[config.mk]
export PLATFORM = sky130hd
export DESIGN_NAME = pan_tilt_servo_controller_flat
export DESIGN_NICKNAME = d
export VERILOG_FILES = /design/src/rtl/core/pts_pkg.sv /design/src/rtl/core/pts_ifs.sv /design/src/rtl/core/pts_delta.sv /design/src/rtl/core/pts_state.sv /design/src/rtl/core/pan_tilt_servo_controller.sv /design/src/flat_wrapper.sv
export SDC_FILE = /design/constraint.sdc
export NUM_CORES = 2
export LEC_CHECK = 0
export CAP_MARGIN = 20
export CELL_PAD_IN_SITES_DETAIL_PLACEMENT = 1
export CELL_PAD_IN_SITES_GLOBAL_PLACEMENT = 1
export CORE_ASPECT_RATIO = 0.75
export CORE_MARGIN = 4
export CORE_UTILIZATION = 53
export CTS_BUF_LIST = sky130_fd_sc_hd__clkbuf_8
export DETAILED_ROUTE_END_ITERATION = 8
export DONT_BUFFER_PORTS = 1
export MAX_ROUTING_LAYER = met4
export PLACE_DENSITY_LB_ADDON = 0.08
export SETUP_SLACK_MARGIN = 0.05
export SLEW_MARGIN = 5
export SYNTH_ARGS = -nofsm -noshare
export SYNTH_HDL_FRONTEND = slang
export SYNTH_SLANG_ARGS = --single-unit
[constraint.sdc]
create_clock -name clk -period 11.4 [get_ports clk]
set_clock_uncertainty 0.2 [all_clocks]
set_input_delay 2.85 -clock clk [delete_from_list [all_inputs] [get_ports clk]]
set_output_delay 2.85 -clock clk [all_outputs]
set_load 0.01 [all_outputs]
[src/rtl/core/pts_pkg.sv]
// Shared types and constants for the pan/tilt servo controller.
`default_nettype none

package pts_pkg;

  // Default widths of the joystick samples and the image coordinates
  localparam int JOY_BITS_DEF   = 12;
  localparam int COORD_BITS_DEF = 10;

  // Configuration register widths
  localparam int TARGET_W   = 10;
  localparam int GAIN_W     = 16;
  localparam int DB_W       = 8;
  localparam int CFG_DATA_W = 16;
  localparam int CFG_IDX_W  = 3;

  // Servo pulse values
  localparam int PULSE_W    = 9;
  localparam int PULSE_HOME = 307;
  localparam int AUTO_MIN   = 192;
  localparam int AUTO_MAX   = 420;
  localparam int MAN_MIN    = 192;
  localparam int MAN_MAX    = 422;

  // Gains are Q0.16 applied to a doubled error, hence 17 fraction bits
  localparam int FRAC_SHIFT = 17;

  // Joystick dead zone and scaling
  localparam int DZ_LOW     = 2000;
  localparam int DZ_HIGH    = 2150;
  localparam int JOY_CENTRE = 2048;
  localparam int JOY_IDLE   = 2100;
  localparam int JOY_STEP   = 20;
  localparam int JOY_SHIFT  = 12;
  localparam int JOY_MIN_W  = 12;

  // Widest doubled error (16-bit coordinates) and the gain product over it
  localparam int E2_MAX_W = 19;
  localparam int PROD_W   = GAIN_W + 1 + E2_MAX_W;
  // Per-tick joystick step, sized for 16-bit samples
  localparam int STEP_W   = 11;

  // Register reset values
  localparam logic [TARGET_W-1:0] AIM_X_RST     = TARGET_W'(170);
  localparam logic [TARGET_W-1:0] AIM_Y_RST     = TARGET_W'(150);
  localparam logic [GAIN_W-1:0]   PAN_GAIN_RST  = GAIN_W'(3932);
  localparam logic [GAIN_W-1:0]   TILT_GAIN_RST = GAIN_W'(3277);
  localparam logic [DB_W-1:0]     DEADBAND_RST  = DB_W'(8);

  typedef enum logic [CFG_IDX_W-1:0] {
    CFG_AIM_X     = 3'd0,
    CFG_AIM_Y     = 3'd1,
    CFG_PAN_GAIN  = 3'd2,
    CFG_TILT_GAIN = 3'd3,
    CFG_DEADBAND  = 3'd4
  } cfg_idx_t;

  typedef struct packed {
    logic [TARGET_W-1:0] aim_x;
    logic [TARGET_W-1:0] aim_y;
    logic [GAIN_W-1:0]   pan_gain;
    logic [GAIN_W-1:0]   tilt_gain;
    logic [DB_W-1:0]     error_deadband;
  } cfg_t;

  // Per-item motion request handed to the state update
  typedef struct packed {
    logic                      auto_mode;
    logic                      upd_pan;
    logic                      upd_tilt;
    logic signed [PROD_W-1:0]  pan_prod;
    logic signed [PROD_W-1:0]  tilt_prod;
    logic signed [STEP_W-1:0]  pan_step;
    logic signed [STEP_W-1:0]  tilt_step;
  } delta_t;

  typedef struct packed {
    logic [PULSE_W-1:0] pan_pulse;
    logic [PULSE_W-1:0] tilt_pulse;
    logic               pan_write;
    logic               tilt_write;
  } result_t;

endpackage

`default_nettype wire

[src/rtl/core/pts_ifs.sv]
// Handshake channel interfaces: control tick items in, servo result items out.
`default_nettype none

interface pts_tick_if #(
  parameter int JOY_BITS   = pts_pkg::JOY_BITS_DEF,
  parameter int COORD_BITS = pts_pkg::COORD_BITS_DEF
);
  logic                  valid;
  logic                  ready;
  logic                  auto_mode;
  logic                  joy_valid;
  logic [JOY_BITS-1:0]   joy_x;
  logic [JOY_BITS-1:0]   joy_y;
  logic                  face_valid;
  logic [COORD_BITS-1:0] face_x;
  logic [COORD_BITS-1:0] face_y;
  logic [COORD_BITS-1:0] face_w;
  logic [COORD_BITS-1:0] face_h;

  modport source (
    output valid, auto_mode, joy_valid, joy_x, joy_y,
           face_valid, face_x, face_y, face_w, face_h,
    input  ready
  );
  modport sink (
    input  valid, auto_mode, joy_valid, joy_x, joy_y,
           face_valid, face_x, face_y, face_w, face_h,
    output ready
  );
endinterface

interface pts_servo_if;
  logic                        valid;
  logic                        ready;
  logic [pts_pkg::PULSE_W-1:0] pan_pulse;
  logic [pts_pkg::PULSE_W-1:0] tilt_pulse;
  logic                        pan_write;
  logic                        tilt_write;

  modport source (
    output valid, pan_pulse, tilt_pulse, pan_write, tilt_write,
    input  ready
  );
  modport sink (
    input  valid, pan_pulse, tilt_pulse, pan_write, tilt_write,
    output ready
  );
endinterface

`default_nettype wire

[src/rtl/core/pts_delta.sv]
// Stateless front end: face errors, deadband test, gain products, joystick steps.
`default_nettype none

module pts_delta #(
  parameter int JOY_BITS   = pts_pkg::JOY_BITS_DEF,
  parameter int COORD_BITS = pts_pkg::COORD_BITS_DEF
) (
  input  pts_pkg::cfg_t          cfg,
  input  logic                   auto_mode,
  input  logic                   joy_valid,
  input  logic [JOY_BITS-1:0]    joy_x,
  input  logic [JOY_BITS-1:0]    joy_y,
  input  logic                   face_valid,
  input  logic [COORD_BITS-1:0]  face_x,
  input  logic [COORD_BITS-1:0]  face_y,
  input  logic [COORD_BITS-1:0]  face_w,
  input  logic [COORD_BITS-1:0]  face_h,
  output pts_pkg::delta_t        delta
);

  // Coordinate width covering both the box fields and the targets
  localparam int CW = (COORD_BITS > pts_pkg::TARGET_W) ? COORD_BITS : pts_pkg::TARGET_W;
  localparam int EW = CW + 3;
  localparam int PPW = pts_pkg::GAIN_W + 1 + EW;
  // Joystick sample width covering the dead zone constants
  localparam int AW = (JOY_BITS > pts_pkg::JOY_MIN_W) ? JOY_BITS : pts_pkg::JOY_MIN_W;
  localparam int SW = AW + 6;

  logic [CW-1:0]           tx, ty, fx, fy, fw, fh;
  logic signed [EW-1:0]    ex, ey;
  logic [EW-1:0]           mx, my;
  logic                    over_x, over_y;
  logic signed [PPW-1:0]   pp_pan, pp_tilt;
  logic [AW-1:0]           ax, ay;
  logic                    dz_x, dz_y;
  logic signed [AW:0]      dx, dy;
  logic signed [SW-1:0]    sx, sy;
  logic signed [SW-1:0]    nsy;

  always_comb begin
    tx = CW'(cfg.aim_x);
    ty = CW'(cfg.aim_y);
    fx = CW'(face_x);
    fy = CW'(face_y);
    fw = CW'(face_w);
    fh = CW'(face_h);

    // Doubled error: 2*target - 2*left - width
    ex = $signed({2'b00, tx, 1'b0}) - $signed({2'b00, fx, 1'b0}) - $signed({3'b000, fw});
    ey = $signed({2'b00, ty, 1'b0}) - $signed({2'b00, fy, 1'b0}) - $signed({3'b000, fh});
    mx = ex[EW-1] ? EW'(-ex) : EW'(ex);
    my = ey[EW-1] ? EW'(-ey) : EW'(ey);
    over_x = (mx >> 1) > EW'(cfg.error_deadband);
    over_y = (my >> 1) > EW'(cfg.error_deadband);

    pp_pan  = $signed({1'b0, cfg.pan_gain}) * ex;
    pp_tilt = $signed({1'b0, cfg.tilt_gain}) * ey;

    // Missing joystick sample reads as inside the dead zone
    ax = joy_valid ? AW'(joy_x) : AW'(pts_pkg::JOY_IDLE);
    ay = joy_valid ? AW'(joy_y) : AW'(pts_pkg::JOY_IDLE);
    dz_x = (ax > AW'(pts_pkg::DZ_LOW)) && (ax < AW'(pts_pkg::DZ_HIGH));
    dz_y = (ay > AW'(pts_pkg::DZ_LOW)) && (ay < AW'(pts_pkg::DZ_HIGH));
    dx = $signed({1'b0, ax}) - $signed((AW+1)'(pts_pkg::JOY_CENTRE));
    dy = $signed({1'b0, ay}) - $signed((AW+1)'(pts_pkg::JOY_CENTRE));
    sx = SW'(dx) * $signed(SW'(pts_pkg::JOY_STEP));
    sy = SW'(dy) * $signed(SW'(pts_pkg::JOY_STEP));
    nsy = -sy;

    delta.auto_mode = auto_mode;
    delta.upd_pan   = face_valid && over_x;
    delta.upd_tilt  = face_valid && over_y;
    delta.pan_prod  = pts_pkg::PROD_W'(pp_pan);
    delta.tilt_prod = pts_pkg::PROD_W'(pp_tilt);
    // Arithmetic shift floors the divide by 4096
    delta.pan_step  = dz_x ? '0 :
                      pts_pkg::STEP_W'($signed(sx[SW-1:pts_pkg::JOY_SHIFT]));
    delta.tilt_step = dz_y ? '0 :
                      pts_pkg::STEP_W'($signed(nsy[SW-1:pts_pkg::JOY_SHIFT]));
  end

endmodule

`default_nettype wire

[src/rtl/core/pts_state.sv]
// Servo position state, clamped update and write-flag result register.
`default_nettype none

module pts_state (
  input  logic             clk,
  input  logic             rst,
  input  logic             adv,
  input  pts_pkg::delta_t  delta,
  output pts_pkg::result_t result
);

  localparam int PW    = pts_pkg::PULSE_W;
  localparam int FS    = pts_pkg::FRAC_SHIFT;
  localparam int SUM_W = pts_pkg::PROD_W + 2;
  localparam int MAN_W = pts_pkg::STEP_W + 1;
  localparam logic signed [SUM_W-1:0] ACC_LO = SUM_W'(pts_pkg::AUTO_MIN) <<< FS;
  localparam logic signed [SUM_W-1:0] ACC_HI = SUM_W'(pts_pkg::AUTO_MAX) <<< FS;

  logic [PW-1:0] pan, tilt, last_pan, last_tilt;
  logic [PW-1:0] pan_next, tilt_next, last_pan_next, last_tilt_next;
  logic          pan_write_next, tilt_write_next;

  logic signed [SUM_W-1:0] pan_acc, tilt_acc;
  logic signed [MAN_W-1:0] pan_man, tilt_man;
  logic [PW-1:0]           pan_auto, tilt_auto, pan_mclip, tilt_mclip;

  function automatic logic [PW-1:0] clip_auto(input logic signed [SUM_W-1:0] acc);
    logic [PW-1:0] r;
    if (acc < ACC_LO) begin
      r = PW'(pts_pkg::AUTO_MIN);
    end else if (acc > ACC_HI) begin
      r = PW'(pts_pkg::AUTO_MAX);
    end else begin
      r = acc[PW+FS-1:FS];
    end
    return r;
  endfunction

  function automatic logic [PW-1:0] clip_man(input logic signed [MAN_W-1:0] v);
    logic [PW-1:0] r;
    if (v < $signed(MAN_W'(pts_pkg::MAN_MIN))) begin
      r = PW'(pts_pkg::MAN_MIN);
    end else if (v > $signed(MAN_W'(pts_pkg::MAN_MAX))) begin
      r = PW'(pts_pkg::MAN_MAX);
    end else begin
      r = v[PW-1:0];
    end
    return r;
  endfunction

  always_comb begin
    pan_acc  = $signed({{(SUM_W-PW-FS){1'b0}}, pan, {FS{1'b0}}}) - SUM_W'(delta.pan_prod);
    tilt_acc = $signed({{(SUM_W-PW-FS){1'b0}}, tilt, {FS{1'b0}}}) + SUM_W'(delta.tilt_prod);
    pan_auto  = clip_auto(pan_acc);
    tilt_auto = clip_auto(tilt_acc);

    pan_man  = $signed({{(MAN_W-PW){1'b0}}, pan}) + MAN_W'(delta.pan_step);
    tilt_man = $signed({{(MAN_W-PW){1'b0}}, tilt}) + MAN_W'(delta.tilt_step);
    pan_mclip  = clip_man(pan_man);
    tilt_mclip = clip_man(tilt_man);

    pan_next        = pan;
    tilt_next       = tilt;
    last_pan_next   = last_pan;
    last_tilt_next  = last_tilt;
    pan_write_next  = 1'b0;
    tilt_write_next = 1'b0;
    if (delta.auto_mode) begin
      if (delta.upd_pan) begin
        pan_next       = pan_auto;
        pan_write_next = 1'b1;
      end
      if (delta.upd_tilt) begin
        tilt_next       = tilt_auto;
        tilt_write_next = 1'b1;
      end
    end else begin
      pan_next        = pan_mclip;
      tilt_next       = tilt_mclip;
      pan_write_next  = pan_mclip != last_pan;
      tilt_write_next = tilt_mclip != last_tilt;
      last_pan_next   = pan_mclip;
      last_tilt_next  = tilt_mclip;
    end
  end

  always_ff @(posedge clk) begin
    if (rst) begin
      pan       <= PW'(pts_pkg::PULSE_HOME);
      tilt      <= PW'(pts_pkg::PULSE_HOME);
      last_pan  <= '0;
      last_tilt <= '0;
    end else if (adv) begin
      pan       <= pan_next;
      tilt      <= tilt_next;
      last_pan  <= last_pan_next;
      last_tilt <= last_tilt_next;
    end
  end

  always_ff @(posedge clk) begin
    if (adv) begin
      result.pan_pulse  <= pan_next;
      result.tilt_pulse <= tilt_next;
      result.pan_write  <= pan_write_next;
      result.tilt_write <= tilt_write_next;
    end
  end

endmodule

`default_nettype wire

[src/rtl/core/pan_tilt_servo_controller.sv]
// Pan/tilt servo controller top level: config registers and three-stage item pipeline.
// Items pass the input register, gain-product register and state/result register.
// Throughput: one item per cycle while the servo side is ready; the state updates
//   in the last stage with no bubble.
// Reset (rst, synchronous): pipeline empty, config to defaults, servos at 307,
//   manual-history values at zero.
`default_nettype none

module pan_tilt_servo_controller #(
  parameter int JOY_BITS   = pts_pkg::JOY_BITS_DEF,
  parameter int COORD_BITS = pts_pkg::COORD_BITS_DEF
) (
  input  logic                               clk,
  input  logic                               rst,
  input  logic                               cfg_we,
  input  logic [pts_pkg::CFG_IDX_W-1:0]      cfg_index,
  input  logic [pts_pkg::CFG_DATA_W-1:0]     cfg_data,
  pts_tick_if.sink                           tick,
  pts_servo_if.source                        servo
);

  // Configuration registers; the user must write them only while no item is in flight (not enforced)
  pts_pkg::cfg_t cfg;

  always_ff @(posedge clk) begin
    if (rst) begin
      cfg.aim_x          <= pts_pkg::AIM_X_RST;
      cfg.aim_y          <= pts_pkg::AIM_Y_RST;
      cfg.pan_gain       <= pts_pkg::PAN_GAIN_RST;
      cfg.tilt_gain      <= pts_pkg::TILT_GAIN_RST;
      cfg.error_deadband <= pts_pkg::DEADBAND_RST;
    end else if (cfg_we) begin
      case (pts_pkg::cfg_idx_t'(cfg_index))
        pts_pkg::CFG_AIM_X:     cfg.aim_x          <= cfg_data[pts_pkg::TARGET_W-1:0];
        pts_pkg::CFG_AIM_Y:     cfg.aim_y          <= cfg_data[pts_pkg::TARGET_W-1:0];
        pts_pkg::CFG_PAN_GAIN:  cfg.pan_gain       <= cfg_data[pts_pkg::GAIN_W-1:0];
        pts_pkg::CFG_TILT_GAIN: cfg.tilt_gain      <= cfg_data[pts_pkg::GAIN_W-1:0];
        pts_pkg::CFG_DEADBAND:  cfg.error_deadband <= cfg_data[pts_pkg::DB_W-1:0];
        default: ;
      endcase
    end
  end

  // Pipeline flow control: each stage moves when the next one is empty or moving.
  // The output register acts as the skid stage toward the servo side.
  logic s1_valid, s2_valid, s3_valid;
  logic adv1, adv2, adv3;

  assign adv3 = s2_valid && (!s3_valid || servo.ready);
  assign adv2 = s1_valid && (!s2_valid || adv3);
  assign tick.ready = !s1_valid || adv2;
  assign adv1 = tick.valid && tick.ready;

  always_ff @(posedge clk) begin
    if (rst) begin
      s1_valid <= 1'b0;
      s2_valid <= 1'b0;
      s3_valid <= 1'b0;
    end else begin
      if (adv1) begin
        s1_valid <= 1'b1;
      end else if (adv2) begin
        s1_valid <= 1'b0;
      end
      if (adv2) begin
        s2_valid <= 1'b1;
      end else if (adv3) begin
        s2_valid <= 1'b0;
      end
      if (adv3) begin
        s3_valid <= 1'b1;
      end else if (servo.ready) begin
        s3_valid <= 1'b0;
      end
    end
  end

  // Stage 1: input item register
  logic                  s1_auto_mode, s1_joy_valid, s1_face_valid;
  logic [JOY_BITS-1:0]   s1_joy_x, s1_joy_y;
  logic [COORD_BITS-1:0] s1_face_x, s1_face_y, s1_face_w, s1_face_h;

  always_ff @(posedge clk) begin
    if (adv1) begin
      s1_auto_mode  <= tick.auto_mode;
      s1_joy_valid  <= tick.joy_valid;
      s1_joy_x      <= tick.joy_x;
      s1_joy_y      <= tick.joy_y;
      s1_face_valid <= tick.face_valid;
      s1_face_x     <= tick.face_x;
      s1_face_y     <= tick.face_y;
      s1_face_w     <= tick.face_w;
      s1_face_h     <= tick.face_h;
    end
  end

  // Stage 2: errors, deadband decision, gain products and joystick steps.
  // None of it depends on servo state, so it runs ahead of the update.
  pts_pkg::delta_t delta, s2_delta;

  pts_delta #(
    .JOY_BITS   (JOY_BITS),
    .COORD_BITS (COORD_BITS)
  ) u_delta (
    .cfg        (cfg),
    .auto_mode  (s1_auto_mode),
    .joy_valid  (s1_joy_valid),
    .joy_x      (s1_joy_x),
    .joy_y      (s1_joy_y),
    .face_valid (s1_face_valid),
    .face_x     (s1_face_x),
    .face_y     (s1_face_y),
    .face_w     (s1_face_w),
    .face_h     (s1_face_h),
    .delta      (delta)
  );

  always_ff @(posedge clk) begin
    if (adv2) begin
      s2_delta <= delta;
    end
  end

  // Stage 3: add, clamp, write flags; state and result register together
  pts_pkg::result_t result;

  pts_state u_state (
    .clk    (clk),
    .rst    (rst),
    .adv    (adv3),
    .delta  (s2_delta),
    .result (result)
  );

  assign servo.valid      = s3_valid;
  assign servo.pan_pulse  = result.pan_pulse;
  assign servo.tilt_pulse = result.tilt_pulse;
  assign servo.pan_write  = result.pan_write;
  assign servo.tilt_write = result.tilt_write;

endmodule

`default_nettype wire

[src/flat_wrapper.sv]
// flat-port wrapper written by rule: the top's interface ports become plain ports
module pan_tilt_servo_controller_flat 
#(
  parameter int JOY_BITS   = pts_pkg::JOY_BITS_DEF,
  parameter int COORD_BITS = pts_pkg::COORD_BITS_DEF
)
  (clk, rst, cfg_we, cfg_index, cfg_data, tick_valid, tick_auto_mode, tick_joy_valid, tick_joy_x, tick_joy_y, tick_face_valid, tick_face_x, tick_face_y, tick_face_w, tick_face_h, tick_ready, servo_valid, servo_pan_pulse, servo_tilt_pulse, servo_pan_write, servo_tilt_write, servo_ready);
  pts_tick_if #(.JOY_BITS(JOY_BITS), .COORD_BITS(COORD_BITS)) tick_i ();
  pts_servo_if servo_i ();
  input  logic clk;
  input  logic rst;
  input  logic cfg_we;
  input  logic [pts_pkg::CFG_IDX_W-1:0] cfg_index;
  input  logic [pts_pkg::CFG_DATA_W-1:0] cfg_data;
  input wire logic [$bits(tick_i.valid)-1:0] tick_valid;
  input wire logic [$bits(tick_i.auto_mode)-1:0] tick_auto_mode;
  input wire logic [$bits(tick_i.joy_valid)-1:0] tick_joy_valid;
  input wire logic [$bits(tick_i.joy_x)-1:0] tick_joy_x;
  input wire logic [$bits(tick_i.joy_y)-1:0] tick_joy_y;
  input wire logic [$bits(tick_i.face_valid)-1:0] tick_face_valid;
  input wire logic [$bits(tick_i.face_x)-1:0] tick_face_x;
  input wire logic [$bits(tick_i.face_y)-1:0] tick_face_y;
  input wire logic [$bits(tick_i.face_w)-1:0] tick_face_w;
  input wire logic [$bits(tick_i.face_h)-1:0] tick_face_h;
  output wire logic [$bits(tick_i.ready)-1:0] tick_ready;
  output wire logic [$bits(servo_i.valid)-1:0] servo_valid;
  output wire logic [$bits(servo_i.pan_pulse)-1:0] servo_pan_pulse;
  output wire logic [$bits(servo_i.tilt_pulse)-1:0] servo_tilt_pulse;
  output wire logic [$bits(servo_i.pan_write)-1:0] servo_pan_write;
  output wire logic [$bits(servo_i.tilt_write)-1:0] servo_tilt_write;
  input wire logic [$bits(servo_i.ready)-1:0] servo_ready;
  assign tick_i.valid = tick_valid;
  assign tick_i.auto_mode = tick_auto_mode;
  assign tick_i.joy_valid = tick_joy_valid;
  assign tick_i.joy_x = tick_joy_x;
  assign tick_i.joy_y = tick_joy_y;
  assign tick_i.face_valid = tick_face_valid;
  assign tick_i.face_x = tick_face_x;
  assign tick_i.face_y = tick_face_y;
  assign tick_i.face_w = tick_face_w;
  assign tick_i.face_h = tick_face_h;
  assign tick_ready = tick_i.ready;
  assign servo_valid = servo_i.valid;
  assign servo_pan_pulse = servo_i.pan_pulse;
  assign servo_tilt_pulse = servo_i.tilt_pulse;
  assign servo_pan_write = servo_i.pan_write;
  assign servo_tilt_write = servo_i.tilt_write;
  assign servo_i.ready = servo_ready;
  pan_tilt_servo_controller #(.JOY_BITS(JOY_BITS), .COORD_BITS(COORD_BITS)) u_core (.clk(clk), .rst(rst), .cfg_we(cfg_we), .cfg_index(cfg_index), .cfg_data(cfg_data), .tick(tick_i), .servo(servo_i));
endmodule
==> results_dict.tcl <==
set metrics [dict create \
    cts_hold_repair.buffers 0 \
    setup-tns-final_ps 0 \
    worst_skew_pair.late_latency_ps 650 \
    netlist_area_um2 29700 \
    largest_buffer_count_on_any_clock_path 3 \
    cp_data_required_time_ps 11590 \
    initial_core_util 0.541 \
    report.final.hold_viol_count 0 \
    worst_ep_arrival_time_ps 10260 \
    globalRoute.totalOverflow 0 \
    detail_route.wl_per_cell_um 20.5 \
    wl_um 81200 \
    worstSetupEndpointType "flop" \
    ctsHtreeMaxLevel 2 \
    syn_inst_count 3241 \
    via_count 23000 \
    placementRows 74 \
    tritoncts.num_buffers 44 \
    yosysTopAreaCellShare 0.213 \
    tritoncts "built" \
    drv_slew 0 \
    dp_cells 3882 \
    initial_antenna_violation_count 2 \
    critPathTopFamily "adder cells" \
    top_level_ports 113 \
    worst-slew-pin-transition_ps 1110 \
    floorplan.die.width_um 281 \
    core_region_area_um2 54900 \
    wire_length_of_the_first_global_routing_pass_um 133000 \
    synth_seq_cells 261 \
    largest_net_degree_at_the_start_of_global_routing 77 \
    seq_area_frac_synth 0.230 \
    primary_flip_flop_cell_chosen_by_synthesis_mapping "sky130_fd_sc_hd__edfxtp_1" \
    critical_path_peak_fanout 16 \
    hold_path_class "flop to flop" \
    syn_nets 3993 \
    crit_top_cell "sky130_fd_sc_hd__fa_1" \
    finish.net_count 3959 \
    min_period_ps 10070 \
    hpwl_um 64400 \
    cts.sinks 261 \
    detailedRoute.firstIterationViolations 1285 \
    drc 0 \
    critical_path.max_stage_delay_ps 750 \
    critical_path.startpoint_type "flop" \
    diodes 0 \
    timing.final.crit_share 0.883 \
    global_route.usage.total 0.286 \
    cp_slowest_cell "sky130_fd_sc_hd__a2111oi_0" \
    drt_first_pass_iters 5 \
    area_delta_synth_final_pct 5.31 \
    first_global_vias 25300 \
    cp.buffers_inverters 6 \
    postRouteAntennaNets 0 \
    highest_attainable_clock_frequency_mhz 99.3 \
    max_cap_viol_count 0 \
    post_cts_repair_setup_buffers 0 \
    drive_gt1_frac 0.0435 \
    most-common-layout-cells "sky130_fd_sc_hd__inv_1 (460), sky130_fd_sc_hd__nand2_1 (405), sky130_fd_sc_hd__ha_1 (345)" \
    netlist-cell-type-count 89 \
    avgSynthCellArea_um2 9.16 \
    final_cells 3965 \
    synth_top_area_cell "sky130_fd_sc_hd__fa_1" \
    path_clk_slew_ps 60 \
    route.detailed.vias_per_inst 5.79 \
    share_of_synthesized_flip_flops_with_an_asynchronous_set_or_reset 0 \
    synth_edf_count 162 \
    die_y_um 213 \
    design.die.area_um2 59900 \
    slew_headroom 0.260 \
    buffer_ports.inserted 0 \
    synthTopCellsByArea "sky130_fd_sc_hd__fa_1 (21%), sky130_fd_sc_hd__edfxtp_1 (16%), sky130_fd_sc_hd__ha_1 (15%)" \
    critPathKind "flop to flop" \
    filler_cell_count 6322 \
    report.final.setup_viol 0 \
    unrepaired_setup_endpoints_after_global_routing "no" \
    post_cts_resize_count 0 \
    run_status "complete, no violations" \
    finalWeightedCongestion 0.884 \
    layout_commonest_cell "sky130_fd_sc_hd__inv_1" \
    cts_root_buf "sky130_fd_sc_hd__clkbuf_8" \
    ys.warnings.count 0 \
]
==> path summary, 6_finish.rpt <==
path                            start                  end  slack [ps]  cells past startpoint
setup reg to reg       u_core.cfg[40]  u_core.s2_delta[50]        1330                     36
hold / removal    u_core.s1_auto_mode  u_core.s2_delta[96]         240                      0
setup / recovery       u_core.cfg[40]  u_core.s2_delta[50]        1330                     36
hold reg to reg   u_core.s1_auto_mode  u_core.s2_delta[96]         240                      0
==> cells by family after synthesis <==
logic type               Yosys count  share of synthesized area
AO/OA/AOI/OAI                    516                      0.115
flip-flops                       261                      0.230
buffers and inverters            553                     0.0711
adder cells (fa/ha/maj)          661                      0.358
multiplexers                      18                    0.00628
XOR/XNOR                         136                     0.0407
AND/OR/NAND/NOR                 1096                      0.178
==> routing by layer <==
layer / up-vias / part of all wire / global-route usage
li1: 10700 / - / -
met1: 11600 / 0.45 / 0.378
met2: 577 / 0.47 / 0.460
met3: 98 / 0.068 / 0.0636
met4: 0 / 0.017 / 0.0553
met5: - / 0 / -
==> Yosys cell counts (all sizes together) (6+ instances only) <==
cell	number
nand3b	6
a21oi	149
o31ai	14
nor3b	8
fa	316
nor4	20
clkbuf	100
o211ai	12
o21bai	14
mux2i	13
a21o	42
or3	10
xor2	40
o21a	39
dfxtp	99
and3	17
and2	167
nand2	405
nand2b	59
or4	10
a21boi	9
a31oi	19
a221oi	7
nand3	54
nand4	11
o21ai	89
a2111oi	7
a211oi	32
nor3	59
nor2b	32
xnor2	96
o22ai	6
buf	7
or2	12
edfxtp	162
inv	445
a22oi	9
nor2	204
ha	345
==> worst reg2reg max path: cells and delay by family, from the launching register on <==
family          cells  cell delay, ps
xor+xnor            3             450
flops               1             310
buf+inv             6             500
compound gates     14            3310
simple gates        3             780
fa+ha+maj          10            4260
==> metrics by stage <==
step,hold slack (ps),worst slack [ps],util,cell area (um^2)
after global routing,246,797,0.570,31300
after detailed placement,213,1300,0.554,30400
after CTS,241,1340,0.570,31300
after global placement,223,1710,0.554,30400
final,238,1330,0.570,31300
after floorplan,200,2070,-,29700
==> layout make-up <==
| type | count | area, um^2 | area share |
|---|---|---|---|
| clock buffer | 49 | 674 | 0.0216 |
| multi-input combinational | 2427 | 20800 | 0.665 |
| tap | 722 | 903 | 0.0289 |
| clock inverter | 33 | 188 | 0.00600 |
| sequential | 261 | 6850 | 0.219 |
| inverter | 446 | 1670 | 0.0535 |
| timing repair buffer | 27 | 206 | 0.00660 |
==> registers in the layout (all words and copies together) (netlist names), 10 cells and up <==
| signal | count |
|---|---|
| u_core.cfg | 60 |
| u_core.s1_joy_y | 12 |
| u_core.s1_face_y | 10 |
| u_core.u_state.result | 20 |
| u_core.s2_delta | 75 |
| u_core.s1_face_w | 10 |
| u_core.s1_face_h | 10 |
| u_core.s1_joy_x | 12 |
| u_core.s1_face_x | 10 |
Power is left out: the tool's default activity adds up to more than one toggle a clock period on the data nets, which glitch-free logic cannot reach.
